===== src/rtl/spm_pkg.sv =====
// Package for the single-precision multiplier.
// Holds field widths, constants and types used across the modules.
package spm_pkg;
  localparam int unsigned WordW = 32;
  localparam int unsigned ExpW  = 8;
  localparam int unsigned FracW = 23;
  localparam int unsigned SigW  = 24;
  localparam int unsigned ProdW = 48;
  localparam logic [ExpW-1:0] ExpMax = 8'hFF;
  localparam logic [9:0] Bias = 10'd127;

  typedef struct packed {
    logic             sign;
    logic [ExpW-1:0]  exp;
    logic [FracW-1:0] frac;
  } fp_t;

  typedef struct packed {
    logic       special;
    logic [WordW-1:0] special_word;
    logic       sign;
    logic [9:0] exp_sum;
  } spm_ctrl_t;
endpackage


===== src/rtl/spm_mul_stage.sv =====
// First stage: special-case decode, exponent sum and significand product.
// Depends on spm_pkg.
module spm_mul_stage (
  input  logic [spm_pkg::WordW-1:0] a_i,
  input  logic [spm_pkg::WordW-1:0] b_i,
  output spm_pkg::spm_ctrl_t         ctrl_o,
  output logic [spm_pkg::ProdW-1:0] prod_o
);
  import spm_pkg::*;

  fp_t fa, fb;
  logic nan_a, nan_b, inf_a, inf_b, sgn;
  logic [SigW-1:0] ma, mb;

  always_comb begin
    fa = a_i;
    fb = b_i;
    nan_a = (fa.exp == ExpMax) && (fa.frac != '0);
    nan_b = (fb.exp == ExpMax) && (fb.frac != '0);
    inf_a = (fa.exp == ExpMax) && (fa.frac == '0);
    inf_b = (fb.exp == ExpMax) && (fb.frac == '0);
    sgn = fa.sign ^ fb.sign;
    ma = {(fa.exp != '0), fa.frac};
    mb = {(fb.exp != '0), fb.frac};
    prod_o = ma * mb;
    ctrl_o.sign = sgn;
    ctrl_o.exp_sum = {2'b00, fa.exp} + {2'b00, fb.exp} - Bias;
    ctrl_o.special = 1'b1;
    ctrl_o.special_word = '0;
    if (a_i == '0 || b_i == '0) begin
      ctrl_o.special_word = '0;
    end else if (nan_a) begin
      ctrl_o.special_word = a_i;
    end else if (nan_b) begin
      ctrl_o.special_word = b_i;
    end else if (inf_a || inf_b) begin
      ctrl_o.special_word = {sgn, ExpMax, {FracW{1'b0}}};
    end else begin
      ctrl_o.special = 1'b0;
    end
  end
endmodule


===== src/rtl/spm_round_stage.sv =====
// Second stage: normalization, half-up rounding and range checks.
// Depends on spm_pkg.
module spm_round_stage (
  input  spm_pkg::spm_ctrl_t         ctrl_i,
  input  logic [spm_pkg::ProdW-1:0] prod_i,
  output logic [spm_pkg::WordW-1:0] word_o
);
  import spm_pkg::*;

  logic [ProdW-1:0] p;
  logic [9:0] e;
  logic [ProdW-23-1:0] kept;

  always_comb begin
    p = prod_i;
    e = ctrl_i.exp_sum;
    if (p[ProdW-1]) begin
      p = p >> 1;
      e = e + 10'd1;
    end
    kept = p[ProdW-1:23] + {{(ProdW-24){1'b0}}, p[22]};
    if (kept[SigW]) begin
      kept = kept >> 1;
      e = e + 10'd1;
    end
    if (ctrl_i.special) begin
      word_o = ctrl_i.special_word;
    end else if (prod_i == '0 || e[9] || e == '0) begin
      word_o = {ctrl_i.sign, {(WordW-1){1'b0}}};
    end else if (e >= 10'd255) begin
      word_o = {ctrl_i.sign, ExpMax, {FracW{1'b0}}};
    end else begin
      word_o = {ctrl_i.sign, e[ExpW-1:0], kept[FracW-1:0]};
    end
  end
endmodule


===== src/rtl/single_precision_multiplier.sv =====
// Single-precision multiplier top level: input register, product register, result register.
// Requests move through these registers in order; one request per cycle unless stalled.
// The pipeline advances whenever the result register is empty or being taken.
// Reset clears all valid bits; payload registers are not reset.
// Depends on spm_pkg, spm_mul_stage and spm_round_stage.
module single_precision_multiplier (
  input  logic                        clk_i,
  input  logic                        rst_ni,
  input  logic                        in_valid_i,
  output logic                        in_ready_o,
  input  logic [spm_pkg::WordW-1:0]   operand_a_i,
  input  logic [spm_pkg::WordW-1:0]   operand_b_i,
  output logic                        out_valid_o,
  input  logic                        out_ready_i,
  output logic [spm_pkg::WordW-1:0]   product_o
);
  import spm_pkg::*;

  logic adv;
  logic v1_q, v2_q, v3_q;
  logic [WordW-1:0] a_q, b_q, res_q, word_d;
  spm_ctrl_t ctrl_d, ctrl_q;
  logic [ProdW-1:0] prod_d, prod_q;

  assign adv = !v3_q || out_ready_i;
  assign in_ready_o = adv;
  assign out_valid_o = v3_q;
  assign product_o = res_q;

  spm_mul_stage u_mul (.a_i(a_q), .b_i(b_q), .ctrl_o(ctrl_d), .prod_o(prod_d));
  spm_round_stage u_rnd (.ctrl_i(ctrl_q), .prod_i(prod_q), .word_o(word_d));

  always_ff @(posedge clk_i or negedge rst_ni) begin
    if (!rst_ni) begin
      v1_q <= 1'b0;
      v2_q <= 1'b0;
      v3_q <= 1'b0;
    end else if (adv) begin
      v1_q <= in_valid_i;
      v2_q <= v1_q;
      v3_q <= v2_q;
    end
  end

  always_ff @(posedge clk_i) begin
    if (adv) begin
      a_q <= operand_a_i;
      b_q <= operand_b_i;
      ctrl_q <= ctrl_d;
      prod_q <= prod_d;
      res_q <= word_d;
    end
  end

  a_stall_hold: assert property (@(posedge clk_i) disable iff (!rst_ni)
    out_valid_o && !out_ready_i |=> out_valid_o && $stable(product_o))
    else $error("result changed while stalled");
  a_ready: assert property (@(posedge clk_i) disable iff (!rst_ni)
    !out_valid_o |-> in_ready_o)
    else $error("input blocked with empty output");
  a_flow: assert property (@(posedge clk_i) disable iff (!rst_ni)
    in_ready_o && v2_q |=> out_valid_o)
    else $error("pipeline dropped a request");
endmodule

===== config.mk =====
export PLATFORM = sky130hd
export DESIGN_NAME = single_precision_multiplier
export DESIGN_NICKNAME = d
export VERILOG_FILES = /design/src/rtl/spm_pkg.sv /design/src/rtl/spm_mul_stage.sv /design/src/rtl/spm_round_stage.sv /design/src/rtl/single_precision_multiplier.sv
export SDC_FILE = /design/constraint.sdc
export NUM_CORES = 2
export LEC_CHECK = 0
export ABC_CLOCK_PERIOD_IN_PS = 8050
export BUFFER_PORTS_ARGS = -buffer_cell sky130_fd_sc_hd__buf_2
export CORE_ASPECT_RATIO = 0.7
export CORE_MARGIN = 2
export CORE_UTILIZATION = 55
export DETAILED_ROUTE_END_ITERATION = 16
export HOLD_SLACK_MARGIN = 0.05
export PLACE_DENSITY = 0.8
export SLEW_MARGIN = 0
export SYNTH_ARGS = -nofsm -noshare
export SYNTH_HDL_FRONTEND = slang
export SYNTH_SLANG_ARGS = --single-unit

===== constraint.sdc =====
create_clock -name clk_i -period 8.05 [get_ports clk_i]
set_clock_uncertainty 0.1 [all_clocks]
set_input_delay 0 -clock clk_i [delete_from_list [all_inputs] [get_ports clk_i]]
set_output_delay 0 -clock clk_i [all_outputs]
set_load 0.03 [all_outputs]

* After elaboration in Yosys (flattened, before gate mapping)
Cells that the tools add are included.
** Storage, ports and cells
- Bits in registers :: 191
- Input bits :: 68
- Output and inout port bits :: 34
- Word-level logic and storage cells :: 53
** Operators by class
- $add $sub $neg :: 5
- $mul :: 1
- Magnitude comparators :: 1
- Eq/ne operators :: 2
- Multiplexer cells :: 11
- Bitwise operators :: 1
- Reduce and logical (&&, ||, !) cells :: 21
** Operators by type and width (count)
- 32-bit 2-to-1 mux :: 4
- 32-bit zero test :: 2
- 31-bit 2-to-1 mux :: 2
- 48-bit zero test :: 1
- 24-bit by 24-bit multiplier with 48-bit output :: 1
- 47-bit 2-to-1 mux :: 1
- 23-bit zero test :: 2
- 23-bit nonzero test :: 2
- 24-bit by 1-bit adder with 25-bit output :: 1
- 23-bit 2-to-1 mux :: 1
- 10-bit by 1-bit adder with 10-bit output (second input constant) :: 2
- 10-bit 2-to-1 mux :: 2
- 8-bit == test (second input constant) :: 2
- 8-bit nonzero test :: 2
- 10-bit by 8-bit greater-or-equal comparator with 1-bit output (second input constant) :: 1
- 10-bit zero test :: 1
- 10-bit by 7-bit subtractor with 10-bit output (second input constant) :: 1
- 8-bit by 8-bit adder with 9-bit output :: 1
- 1-bit logical OR :: 5
- 1-bit logical AND :: 4
- 3-bit OR reduction :: 1
- 1-bit zero test :: 1
- 1-bit 2-to-1 mux :: 1
- 1-bit bitwise XOR :: 1

* Logic depth before layout (Yosys ltp)
- Depth after elaboration :: 8
- Depth in mapped cells :: 28
- Depth with buffers taken out :: 25

* Modules after synthesis
From an unflattened synthesis, not the netlist that was laid out.
** Second synthesis, totals
- Cell total of the unflattened synthesis :: 2899
- Area total of the unflattened synthesis :: 28059.4 um2
** Modules (own cells, without submodules)
- spm_mul_stage :: instances 1, cells each 2317, area an instance 19742.7 um2, sequential area each 0.0 um2
- single_precision_multiplier :: instances 1, cells each 195, area an instance 5771.8 um2, sequential area each 5720.5 um2
- spm_round_stage :: instances 1, cells each 387, area an instance 2544.9 um2, sequential area each 0.0 um2

* Worst setup path after synthesis
OpenSTA, ideal clock, no wires.
- Path kind :: register -> register
- From :: register a_q[24]
- To :: register prod_q[47] (data pin)
- Library setup time :: 0.136 ns
- Arrival time :: 6.930 ns
- Required time :: 7.814 ns
- Setup slack :: 0.884 ns
- Cell stages (with the launch flop) :: 26
- Buffers on the path :: 2
- Clock period less this slack :: 7.166 ns
- Cell sequence :: edfxtp_1 -> nor4_1 -> nand2_1 -> clkbuf_1 -> and2_1 -> fa_1 -> fa_1 -> fa_1 -> inv_1 -> fa_1 -> inv_1 -> fa_1 -> inv_1 -> fa_1 -> inv_1 -> fa_1 -> ha_1 -> clkbuf_1 -> a21oi_1 -> o21ai_0 -> nor3b_1 -> a22oi_1 -> a311o_1 -> o41a_1 -> or4_1 -> nand3_1
** Between the ends
- Word-level cells in the longest chain between the ends :: 2
** RTL lines
- start, declared :: RTL line single_precision_multiplier.sv:21 : logic [WordW-1:0] a_q, b_q, res_q, word_d;
- start signal, assigned :: RTL line single_precision_multiplier.sv:47 : a_q <= operand_a_i;
- 8-bit nonzero test :: RTL line spm_mul_stage.sv:23 : ma = {(fa.exp != '0), fa.frac};
- 24-bit by 24-bit multiplier with 48-bit output :: RTL line spm_mul_stage.sv:25 : prod_o = ma * mb;
- via prod_d[47] :: RTL line single_precision_multiplier.sv:23 : logic [ProdW-1:0] prod_d, prod_q;
- end signal, assigned :: RTL line single_precision_multiplier.sv:50 : prod_q <= prod_d;
- end, declared :: RTL line single_precision_multiplier.sv:23
The timed path passes the listed nets, and every way through them passes these cells.
A chain may end at the register's enable or synchronous reset.

* Worst setup path in the final report
- From :: register a_q[5]
- To :: register prod_q[47] (data pin)
** Between the ends
- Word-level cells in the longest chain between the ends :: 1
** RTL lines (RTL line)
- 24-bit by 24-bit multiplier with 48-bit output :: spm_mul_stage.sv:25
- via prod_d[47] :: single_precision_multiplier.sv:23
The timed path passes the listed nets, and every way through them passes these cells.

==> results.md <==
Setup path:
- The critical path arrival is 8.06 ns.
- In this design, the stage delay of the slowest critical-path cell is 0.95 ns.
- The slowest stage of the critical path belongs to the cell sky130_fd_sc_hd__edfxtp_1.
- The category of the worst setup path launch point is a flop.
- Of all nets on the critical path, the largest fanout is 11.
- STA classifies the critical path endpoint as a flop.
- The cell repeated most along the worst path is sky130_fd_sc_hd__fa_1.
- The critical path data required time is 8.26 ns.
- The critical path in this run is classified as reg -> reg.
- Traced cell by cell, the critical path runs through buf_4, nand2_1, fa_1, fa_1, inv_1, fa_1, ha_1, inv_1, fa_1, inv_1, fa_1, fa_1, ha_1, nand3_1, a2bb2oi_1, o21bai_1, a21oi_1, a22oi_1, a311o_1, o41a_1, or4_1, nand3_1.

Yosys:
- The number of nets in the synthesized netlist is 3618.
- The largest area contributor in the synthesized netlist is sky130_fd_sc_hd__fa_1.
- The number of enable-type register cells in the synthesized netlist is 188.
- The proportion of synthesized chip area in sequential cells is 0.204.
- The number of different library cells in the post-synthesis netlist is 80.
- Among all flip-flop cells after synthesis, the most frequent one is sky130_fd_sc_hd__edfxtp_1.
- Of the post-synthesis cell area, the dominant cell type holds 0.346.
- Of all flip-flops after synthesis, the portion carrying an async set or reset was 0.0157.
- The cell area after technology mapping is 28000 µm².
- Yosys attributes the largest share of cell area to sky130_fd_sc_hd__fa_1, sky130_fd_sc_hd__edfxtp_1, sky130_fd_sc_hd__ha_1.
- The cell count after synthesis is 2880.
- The synthesized design contains 191 register bits.
- During synthesis, Yosys emitted a total of 0 warnings.
- Dividing the synthesized area by the synthesized cell count gives 9.71 µm².

Floorplanning:
- The initial utilization of the core area, before any placement, comes to 0.554.
- The die area is 52700 µm².
- In this run the count of I/O pins placed on the die edge is 102.
- The standard-cell row count is 69.
- The placeable core region is 50500 µm².
- The die is 274 µm wide.
- The chip height is 193 µm.

Cells and area:
- Once layout is complete, the cells apart from fillers number 3707.
- The most common library cell in the layout ignoring fill and taps is sky130_fd_sc_hd__inv_1.
- Relative to the synthesized area, the layout overhead comes to 10.1%.
- The number of nets in the layout is 3756.
- The share of final-layout standard cells stronger than drive strength 1 is 0.0944.
- In the layout the commonest cells are sky130_fd_sc_hd__inv_1, sky130_fd_sc_hd__fa_1, sky130_fd_sc_hd__nand2_1.
- The filler cells instantiated in the layout total 4064.

Timing:
- The max-slew violation total from the final report came to 0.
- Dividing the final minimum period by the clock period gives 0.976.
- The final hold violation count is 0.
- The worst path setup slack after routing is 0.197 ns.
- The count of final setup violators is 0.
- Based on the critical path, the design can be clocked at up to 127 MHz.
- The post-layout minimum cycle time is 7.85 ns.
- Measured against its own limit, the worst slew margin works out to 0.197.
- The actual slew at the worst max-slew pin is 1.20 ns.

Route:
- The first-pass detailed-route iteration total is 9.
- The DRC violation count after routing is 0.
- The total via count after detailed routing is 21489.
- In the final routed layout, each cell accounts on average for 21.6 µm.
- The count of nets left with antenna violations once routing finished came out at 0.
- The initial DRC count is 2270.
- The routed design has 80.0 mm of wire.
- Dividing the detail-routed via count by the number of cells gives 5.80.

Clock tree:
- The number of buffers created by CTS is 17.
- The clock latency on the worst-skew pair is 0.44 ns.
- The tree is rooted in a sky130_fd_sc_hd__clkbuf_16.
- The CTS tree is done.
- CTS saw 191 sinks.
- The register clock-pin slew on the reported worst setup and hold paths is 0.08 ns.
- The deepest level of the CTS H-tree is 4.
- The number of buffers on the longest clock path is 2.

Place:
- The number of placed instances, taps included, is 3593.
- Buffers placed on the I/O ports in this run total 101.
- The HPWL reported at the end of detailed placement is 62.2 mm.
- The worst setup slack before clock tree synthesis is 0.304 ns.
- At the end of routability-driven placement, the weighted congestion stood at 0.935.

Flow run:
- The reported max-cap violation count is 0.

GRT:
- The number of antenna violations at the first check in global routing is 2.
- The total overflow left after global routing is 0.
- In the global route stage, overall resource usage came out at 0.314.
- The number of global-route vias before repair came to 22620.
- The global-route wire length before repair is 125 mm.
- Entering global routing, the biggest net connects 86 pins.

Outcome:
- The run finished with clean final reports.

Worst hold path:
- The class of the most critical hold timing path is in -> reg.
final cells by class:
class | count | area (µm²) | area share
Multi-Input combinational cell | 2001 | 19600 | 0.635
Sequential cell | 191 | 5720 | 0.186
Timing Repair Buffer | 284 | 2150 | 0.0697
Inverter | 523 | 1960 | 0.0637
Tap cell | 674 | 843 | 0.0274
Clock buffer | 19 | 433 | 0.0141
Clock inverter | 13 | 130 | 0.00422
Antenna cell | 2 | 5.00 | 0.000162
metrics by stage:
step | hold slack, ns | setup TNS, ns | utilization | area [µm²]
after floorplan | -0.396 | 0 | - | 28000
after global placement | -0.305 | 0 | 0.582 | 29400
after detailed placement | -0.301 | 0 | 0.582 | 29400
after CTS | 0.155 | 0 | 0.607 | 30600
after global routing | 0.173 | -0.0131 | 0.610 | 30800
final | 0.164 | 0 | 0.610 | 30800
repair_timing:
| item | CTS | global route |
|---|---|---|
| gates resized for setup | 0 | 2 |
| endpoints found under the hold margin | 68 | 0 |
| endpoints found under the setup margin | 0 | 5 |
| setup buffers | 0 | 13 |
| hold buffers | 67 | 0 |
state kept, by name, indices dropped and copies added (netlist names):
register     cells
a_q             32
v1_q             1
v2_q             1
prod_q          48
product_o       32
b_q             32
ctrl_q          44
out_valid_o      1
cell families after synthesis:
family                   share of synthesized area
buffers and inverters                       0.0970
AND/OR/NAND/NOR                              0.163
flip-flops                                   0.204
AO/OA/AOI/OAI                               0.0606
XOR/XNOR                                    0.0344
multiplexers                                0.0110
adder cells (fa/ha/maj)                      0.429
worst max-delay path: cells and delay by family (launching register included):
family / cells / cell delay (ns)
simple gates: 4 / 0.69
flops: 1 / 0.95
fa+ha+maj: 8 / 3.68
compound gates: 6 / 1.80
buf+inv: 4 / 0.48
layer usage:
| layer | share of wire | GRT usage | up-vias |
|---|---|---|---|
| met5 | 0.00015 | 0 | - |
| li1 | - | - | 9290 |
| met1 | 0.41 | 0.429 | 10808 |
| met4 | 0.034 | 0.105 | 2 |
| met2 | 0.44 | 0.483 | 1201 |
| met3 | 0.11 | 0.0887 | 188 |
synthesized netlist by cell type, types with 29 or more instances:
cell type / count
sky130_fd_sc_hd__o21ai_0: 39
sky130_fd_sc_hd__ha_1: 187
sky130_fd_sc_hd__clkbuf_1: 138
sky130_fd_sc_hd__nor4_1: 31
sky130_fd_sc_hd__fa_1: 483
sky130_fd_sc_hd__a21oi_1: 69
sky130_fd_sc_hd__a21o_1: 29
sky130_fd_sc_hd__edfxtp_1: 188
sky130_fd_sc_hd__xor2_1: 45
sky130_fd_sc_hd__inv_1: 523
sky130_fd_sc_hd__nand2_1: 433
sky130_fd_sc_hd__nor2_1: 99
sky130_fd_sc_hd__nand3_1: 30
sky130_fd_sc_hd__xnor2_1: 65
sky130_fd_sc_hd__and2_1: 241
path summary, 6_finish.rpt:
check / cells after the start / slack [ns] / startpoint / end
hold / removal: 2 / 0.16 / operand_a_i[20] / a_q[20]
setup reg to reg: 22 / 0.20 / a_q[5] / prod_q[47]
min in group asynchronous: 3 / 0.34 / rst_ni / v1_q
max in group asynchronous: 3 / 7.36 / rst_ni / out_valid_o
hold reg to reg: 1 / 0.40 / v2_q / out_valid_o
setup / recovery: 22 / 0.20 / a_q[5] / prod_q[47]
Power is not shown: default switching activity piles up to over one toggle a cycle in this logic, so the estimate is an artifact.
